===== src/hdl/tnes_pkg.sv =====
// Package for the timed note event sequencer.
// Holds sizes, the note record, controller states and the command and status structs.
// Depends on nothing; tnes_ctrl, tnes_dp, the top level and the testbench use it.
package tnes_pkg;

    localparam int TABLE_DEPTH  = 256;
    localparam int ACTIVE_DEPTH = 16;
    localparam int PAYLOAD_BITS = 32;

    localparam int TABLE_AW  = (TABLE_DEPTH > 1) ? $clog2(TABLE_DEPTH) : 1;
    localparam int TABLE_CW  = $clog2(TABLE_DEPTH + 1);
    localparam int ACTIVE_AW = (ACTIVE_DEPTH > 1) ? $clog2(ACTIVE_DEPTH) : 1;
    localparam int ACTIVE_CW = $clog2(ACTIVE_DEPTH + 1);

    localparam logic KIND_LOAD = 1'b0;
    localparam logic KIND_STEP = 1'b1;

    typedef struct packed {
        logic [31:0]             start;
        logic [31:0]             length;
        logic [PAYLOAD_BITS-1:0] payload;
    } note_t;

    typedef enum logic [2:0] {
        ST_IDLE,
        ST_PREP,
        ST_COMPACT,
        ST_SCAN,
        ST_EMIT
    } state_t;

    typedef struct packed {
        logic in_ready;
        logic prep;
        logic compact_step;
        logic compact_end;
        logic scan_step;
        logic scan_end;
        logic emit_load;
    } cmd_t;

    typedef struct packed {
        logic step_req;
        logic same_tick;
        logic compact_done;
        logic scan_done;
        logic out_free;
        logic emit_last;
    } status_t;

endpackage


===== src/hdl/tnes_ctrl.sv =====
// Controller state machine of the timed note event sequencer.
// Depends on tnes_pkg; drives commands to and reads status from tnes_dp.
module tnes_ctrl (
    input  logic              clk,
    input  logic              rst_n,
    input  tnes_pkg::status_t status,
    output tnes_pkg::cmd_t    cmd
);

    tnes_pkg::state_t state_reg;
    tnes_pkg::state_t state_next;

    always_ff @(posedge clk or negedge rst_n)
    begin
        if (!rst_n)
        begin
            state_reg <= tnes_pkg::ST_IDLE;
        end
        else
        begin
            state_reg <= state_next;
        end
    end

    always_comb
    begin
        state_next = state_reg;
        case (state_reg)
            tnes_pkg::ST_IDLE:
            begin
                if (status.step_req)
                begin
                    state_next = tnes_pkg::ST_PREP;
                end
            end
            tnes_pkg::ST_PREP:
            begin
                state_next = status.same_tick ? tnes_pkg::ST_EMIT : tnes_pkg::ST_COMPACT;
            end
            tnes_pkg::ST_COMPACT:
            begin
                if (status.compact_done)
                begin
                    state_next = tnes_pkg::ST_SCAN;
                end
            end
            tnes_pkg::ST_SCAN:
            begin
                if (status.scan_done)
                begin
                    state_next = tnes_pkg::ST_EMIT;
                end
            end
            tnes_pkg::ST_EMIT:
            begin
                if (status.out_free && status.emit_last)
                begin
                    state_next = tnes_pkg::ST_IDLE;
                end
            end
            default:
            begin
                state_next = tnes_pkg::ST_IDLE;
            end
        endcase
    end

    always_comb
    begin
        cmd = '0;
        case (state_reg)
            tnes_pkg::ST_IDLE:
            begin
                cmd.in_ready = 1'b1;
            end
            tnes_pkg::ST_PREP:
            begin
                cmd.prep = 1'b1;
            end
            tnes_pkg::ST_COMPACT:
            begin
                cmd.compact_step = !status.compact_done;
                cmd.compact_end  = status.compact_done;
            end
            tnes_pkg::ST_SCAN:
            begin
                cmd.scan_step = !status.scan_done;
                cmd.scan_end  = status.scan_done;
            end
            tnes_pkg::ST_EMIT:
            begin
                cmd.emit_load = status.out_free;
            end
            default:
            begin
                cmd = '0;
            end
        endcase
    end

endmodule


===== config.mk =====
export PLATFORM = sky130hd
export DESIGN_NAME = tnes_ctrl
export DESIGN_NICKNAME = d
export VERILOG_FILES = /design/src/hdl/tnes_pkg.sv /design/src/hdl/tnes_ctrl.sv
export SDC_FILE = /design/constraint.sdc
export NUM_CORES = 1
export LEC_CHECK = 0
export CAP_MARGIN = 15
export CORE_AREA = 2 2 39 41
export CTS_CLUSTER_SIZE = 20
export DETAILED_ROUTE_END_ITERATION = 10
export DIE_AREA = 0 0 41 43
export DONT_BUFFER_PORTS = 1
export SYNTH_ARGS = -nofsm -noshare
export SYNTH_HDL_FRONTEND = slang
export SYNTH_SLANG_ARGS = --single-unit
export TNS_END_PERCENT = 10

===== constraint.sdc =====
create_clock -name clk -period 1.1 [get_ports clk]
set_clock_uncertainty 0.05 [all_clocks]
set_input_delay 0.055 -clock clk [delete_from_list [all_inputs] [get_ports clk]]
set_output_delay 0.055 -clock clk [all_outputs]
set_load 0.05 [all_outputs]

==> results of run 1 <==
==> power breakdown <==
| group | total (mW) | internal, mW | switching [mW] |
|---|---|---|---|
| clock network | 0.198 | 0.136 | 0.0620 |
| logic | 1.24 | 0.637 | 0.604 |
| registers | 0.263 | 0.165 | 0.0976 |
| total | 1.70 | 0.938 | 0.764 |
==> layout make-up <==
| cell class | count | area, sq um | area share [%] |
|---|---|---|---|
| inverters | 1 | 3.754 | 0.6061 |
| multi-input cells | 21 | 220.2 | 35.56 |
| well taps | 16 | 20.02 | 3.232 |
| repair buffers | 23 | 270.3 | 43.64 |
| clock buffers | 4 | 26.28 | 4.242 |
| flip-flops and latches | 3 | 78.83 | 12.73 |
==> final timing paths <==
check / start / end / slack (ns)
max: state_reg[2] / cmd[3] / -0.26
min: rst_n / state_reg[2] / 0.02
max reg2reg: state_reg[0] / state_reg[1] / -0.02
min reg2reg: state_reg[2] / state_reg[1] / 0.47
max in group asynchronous: rst_n / state_reg[0] / 0.83
min in group clk: status[4] / state_reg[1] / 0.05
==> cell usage after synthesis <==
library cell | n | area share, %
nor3b_1 | 2 | 5.9
nor3_1 | 2 | 3.9
nor2b_4 | 1 | 5.4
a21oi_2 | 2 | 6.9
nand2b_1 | 1 | 2.5
o21ai_2 | 1 | 3.4
o21ai_0 | 1 | 2.0
and4b_1 | 1 | 3.9
mux2i_1 | 1 | 3.9
a311oi_1 | 1 | 3.4
buf_6 | 2 | 8.8
inv_1 | 1 | 1.5
nand2_1 | 2 | 2.9
nand3_1 | 1 | 2.0
nor2_1 | 2 | 2.9
and2b_2 | 1 | 3.4
dfrtp_1 | 3 | 29
and3_1 | 1 | 2.5
nand2b_4 | 1 | 5.4
==> cells by family (layout without fill, tap and decap cells) <==
| family | Yosys count | after routing | synth area share, % |
|---|---|---|---|
| compound gates | 5 | 5 | 15.69 |
| buf+inv | 3 | 28 | 10.29 |
| flops | 3 | 3 | 29.41 |
| mux | 1 | 1 | 3.922 |
| simple gates | 15 | 15 | 40.69 |
==> worst max-delay path: cells and delay by family (launching register included) <==
kind                   cells  cell delay [ns]
DFF                        1             0.44
buffers and inverters      1             0.16
and+or+nand+nor            2             0.41
==> stage by stage <==
step / hold slack, ns / instance area [sq um] / setup WS, ns
after global placement: -0.2905 / 489.2 / -0.06511
after floorplan: -0.2906 / 296.5 / -0.1533
after global routing: 0.01055 / 619.3 / -0.3183
after CTS: 0.004522 / 611.8 / -0.2737
final: 0.01566 / 619.3 / -0.2555
after detailed placement: -0.2905 / 489.2 / -0.04512
==> routing by layer <==
layer | routed length (microns) | part of all wire [%] | up-vias | global-route usage (%)
met4 | 19 | 2.3 | 0 | 14.00
met1 | 260 | 31 | 138 | 12.34
met3 | 50 | 6.0 | 2 | 6.806
li1 | - | - | 144 | -
met2 | 507 | 61 | 12 | 18.75
met5 | 0 | 0 | - | 0
==> repair_timing <==
action	in CTS	in global routing
setup endpoints to repair	9	10
resized for setup	9	2
pin swaps	2	0
hold endpoints to repair	6	0
hold buffers	6	0
setup buffers	1	0
==> impl_metrics.env, run 1 <==
export IMPL_track_usage_pct=13.29
export IMPL_cap_violations=0
export IMPL_syn_avg_cell_area_sq_um=9.454
export IMPL_gp_congestion=0.7474
export IMPL_slew_viol_final=0
export IMPL_grt_pass1_wl_mm=1.373
export IMPL_p_leak_nw=0.2577
export IMPL_post_route_period_util_pct=123.2
export IMPL_core_sq_um=1384
export IMPL_clk_latency_ns=0.24
export IMPL_fillers=130
export IMPL_fin_tns_setup_ns=-1.430
export IMPL_violations="negative setup slack"
export IMPL_drtPass1Iterations=2
export IMPL_io_buffers=0
export IMPL_fin_cells=68
export IMPL_outcome="complete, but fails checks"
export IMPL_irDropWorstVdd_v=0.0009949
export IMPL_dieArea_sq_um=1763
export IMPL_setup_worst_path_start_class="register"
export IMPL_avgRoutedWirePerCell_microns=12.31
export IMPL_cts_root_buf="clkbuf_4"
export IMPL_netlist_area_sq_um=255.2
export IMPL_cts_tree="done"
export IMPL_fp_dieW_microns=41
export IMPL_route_detailed_drc=0
export IMPL_cp_required_ns=1.00
export IMPL_io_pins=15
export IMPL_reg2reg_depth=3
export IMPL_finalPower_mw=1.702
export IMPL_grt_max_degree=8
export IMPL_ant_nets=0
export IMPL_hold_violations=0
export IMPL_final_common_cell="buf_4"
export IMPL_rsz0062_at_grt="true"
export IMPL_final_setup_viol_count=9
export IMPL_fin_ws_ns=-0.2555
export IMPL_cts_sinks=3
export IMPL_cpMaxStageDelayCell="dfrtp_2"
export IMPL_synth_seq_cells=3
export IMPL_clockBufferDepth=2
export IMPL_rows=14
export IMPL_syn_nets=35
export IMPL_critPathKind="register to output pin"
export IMPL_cp_data_arrival_time_ns=1.25
export IMPL_yosysWarnings=0
export IMPL_synthCells=27
export IMPL_min_period_ns=1.356
export IMPL_wl_microns=837
export IMPL_place_inst=57
export IMPL_max_stage_delay_ns=0.44
export IMPL_cp_end_kind="output pin"
export IMPL_layout_common_cells="buf_4, dlygate4sd3_1, buf_12"
export IMPL_start_util_pct=18.44
export IMPL_grt_overflow=0
export IMPL_nets=61
export IMPL_vias=296
export IMPL_die_y_microns=43
export IMPL_h_tree_depth=1
export IMPL_drive_gt1_share_pct=71.15
export IMPL_largest_register_ff_count=3
export IMPL_area_growth_pct=142.6
export IMPL_antenna_found_initial=0
export IMPL_clk_pin_slew_ns=0.04
export IMPL_hp_class="primary input to async pin"
export IMPL_n_antenna_cell=0
export IMPL_synth_distinct_cells=19
export IMPL_fmax_mhz=737.7
export IMPL_relSlewSlack_pct=85.29
export IMPL_vias_per_cell=4.353
export IMPL_cp_cell_sequence="nand2b_4 > nor3b_4 > buf_12"
export IMPL_path_max_fanout=6
export IMPL_cts_buffers=3
export IMPL_p_per_area_nw_per_um2=2747
export IMPL_grt_pass1_vias=321
export IMPL_tightest_slew_ns=0.2207
export IMPL_ys_seq_area_share_pct=29.41
export IMPL_fin_util_pct=44.76
export IMPL_drt_iter0_drc=5
Note: power is estimated with default switching activity, not from simulation.
==> run 2, diff against run 1 <==
Settings changed: ABC_AREA from default to 1.
==> impl_metrics.env, run 2 <==
export IMPL_synth_compound_area_share_pct=7.254
export IMPL_layout_common_cells="nand2_1, buf_4, buf_12"
export IMPL_yosysWarnings=0
export IMPL_cap_violations=0
export IMPL_synthTopCellsByArea="dfrtp_1, nand2_1, inv_1, nand3_1, nor3_1"
export IMPL_grt_pass1_vias=304
export IMPL_fin_util_pct=40.14
export IMPL_route_detailed_drc=0
export IMPL_rsz0062_at_grt="true"
export IMPL_wl_microns=692
export IMPL_fin_ws_ns=-0.1996
export IMPL_slew_viol_final=0
export IMPL_synth_distinct_cells=13
export IMPL_path_buf_inv=2
export IMPL_gr_usage_met1_pct=11.61
export IMPL_h_tree_depth=1
export IMPL_finalPower_mw=1.636
export IMPL_gp_congestion=0.7732
export IMPL_area_growth_pct=130.1
export IMPL_irDropWorstVdd_v=0.0008737
export IMPL_fillers=143
export IMPL_critPathKind="register to output pin"
export IMPL_cpMaxStageDelayCell="dfrtp_2"
export IMPL_grt_most_used_layer="met2"
export IMPL_fp_dieW_microns=41
export IMPL_hold_violations=0
export IMPL_die_y_microns=43
export IMPL_synth_async_sr_flop_share_pct=100.0
export IMPL_grt_pass1_wl_mm=1.104
export IMPL_outcome="complete, but fails checks"
export IMPL_drt_iter0_drc=8
export IMPL_p_per_area_nw_per_um2=2946
export IMPL_cts_sinks=3
export IMPL_synth_area_mux_share_pct=0
export IMPL_relSlewSlack_pct=88.27
export IMPL_min_period_ns=1.300
export IMPL_synth_edff_count=0
export IMPL_track_usage_pct=9.347
export IMPL_ant_nets=0
export IMPL_yosys_area_share_simple_pct=44.56
export IMPL_syn_avg_cell_area_sq_um=6.192
export IMPL_antenna_found_initial=0
export IMPL_netlist_area_sq_um=241.5
export IMPL_avgRoutedWirePerCell_microns=9.227
export IMPL_drtPass1Iterations=4
export IMPL_setup_worst_path_start_class="register"
export IMPL_p_leak_nw=0.2735
export IMPL_synth_top_family_by_area="simple AND/OR/NAND/NOR gates"
export IMPL_fmax_mhz=769.5
export IMPL_vias=317
export IMPL_cts_buffers=3
export IMPL_synth_ff_type="dfrtp_1"
export IMPL_grt_max_degree=8
export IMPL_cp_required_ns=1.00
export IMPL_largest_register_ff_count=3
export IMPL_cp_data_arrival_time_ns=1.19
export IMPL_cp_end_kind="output pin"
export IMPL_synthCells=39
export IMPL_synth_top_cell_area_share_pct=31.09
export IMPL_final_setup_viol_count=10
export IMPL_use_met2_pct=14.06
export IMPL_synth_xor_area_share_pct=0
export IMPL_path_max_fanout=6
export IMPL_synth_top_cell_by_area="dfrtp_1"
export IMPL_hp_class="primary input to async pin"
export IMPL_max_stage_delay_ns=0.45
export IMPL_synthAdderAreaFrac_pct=0
export IMPL_clockBufferDepth=2
export IMPL_grt_overflow=0
export IMPL_nets=68
export IMPL_critical_path_top_delay_family="flip-flops"
export IMPL_synth_most_common_cell="nand2_1"
export IMPL_n_antenna_cell=0
export IMPL_grt_met3_usage_pct=1.571
export IMPL_core_sq_um=1384
export IMPL_clk_latency_ns=0.23
export IMPL_cp_cell_sequence="buf_6 > nor3_4 > buf_12"
export IMPL_syn_nets=47
export IMPL_tightest_slew_ns=0.1754
export IMPL_io_buffers=0
export IMPL_cts_root_buf="clkbuf_4"
export IMPL_dieArea_sq_um=1763
export IMPL_vias_per_cell=4.227
export IMPL_netlist_top_cells_count="nand2_1, inv_1, nor2_1"
export IMPL_cts_tree="done"
export IMPL_rows=14
export IMPL_synth_seq_cells=3
export IMPL_place_hpwl_microns=558.1
export IMPL_violations="negative setup slack"
export IMPL_drive_gt1_share_pct=61.02
export IMPL_io_pins=15
export IMPL_dpl_worst_slack_ns=-0.07998
export IMPL_clk_pin_slew_ns=0.04
export IMPL_ys_seq_area_share_pct=31.09
export IMPL_start_util_pct=17.45
export IMPL_post_route_period_util_pct=118.1
==> run 2: cell types whose count changed in the layout (fill, tap and decap cells not counted), sizes merged, moves of 4 or more <==
cell / delta
dlygate4sd3: -5
nor2: +4
nand2: +9
inv: +7
==> run 2: power by group <==
group          leakage, nW  total [mW]  switching, mW  internal (mW)
Clock               0.0150       0.192         0.0564          0.136
Combinational        0.224        1.19          0.627          0.567
Sequential          0.0345       0.250         0.0834          0.166
==> run 2: cell families after synthesis <==
| family | count (synthesis) |
|---|---|
| and+or+nand+nor | 24 |
| buffers and inverters | 9 |
| DFF | 3 |
| AOI/OAI and AO/OA | 3 |
==> run 2: routing by layer <==
layer	share of wire, %	wire, microns
met1	37	257
met2	59	408
met3	3.9	27
met4	0	0
met5	0	0
==> run 2: layout make-up <==
type | instances | area (sq um) | share of cell area, %
sequential | 3 | 78.83 | 14.19
timing repair buffer | 17 | 220.2 | 39.64
multi-input combinational | 27 | 180.2 | 32.43
inverter | 8 | 30.03 | 5.405
clock buffer | 4 | 26.28 | 4.730
tap | 16 | 20.02 | 3.604
==> run 2: stage by stage <==
step / TNS [ns] / cells / instance area (sq um) / hold WS (ns)
4_1_cts: -1.282 / 73 / 524.3 / 0.01580
3_5_place_dp: -0.2100 / 67 / 455.4 / -0.2905
2_1_floorplan: -0.7563 / 39 / 274.0 / -0.2906
5_1_grt: -1.943 / 75 / 555.5 / 0.02124
3_3_place_gp: -0.09535 / 67 / 455.4 / -0.2905
6_report: -1.348 / 75 / 555.5 / 0.01776
==> run 2: what timing repair did <==
item | CTS | global route
hold endpoints to repair | 3 | 0
endpoints found under the setup margin | 10 | 10
hold buffers | 1 | 0
pin swaps | 4 | 5
setup buffers | 1 | 2
gates resized for setup | 9 | 6
==> run 2: final timing paths <==
check                        startpoint            to  slack, ns  cells past startpoint
setup / recovery           state_reg[2]        cmd[1]      -0.20                      3
setup reg to reg           state_reg[0]  state_reg[2]      -0.10                      7
hold / removal                    rst_n  state_reg[0]       0.02                      1
hold reg to reg            state_reg[1]  state_reg[2]       0.62                      3
min in group clk              status[0]  state_reg[2]       0.03                      3
max in group asynchronous         rst_n  state_reg[2]       0.82                      1
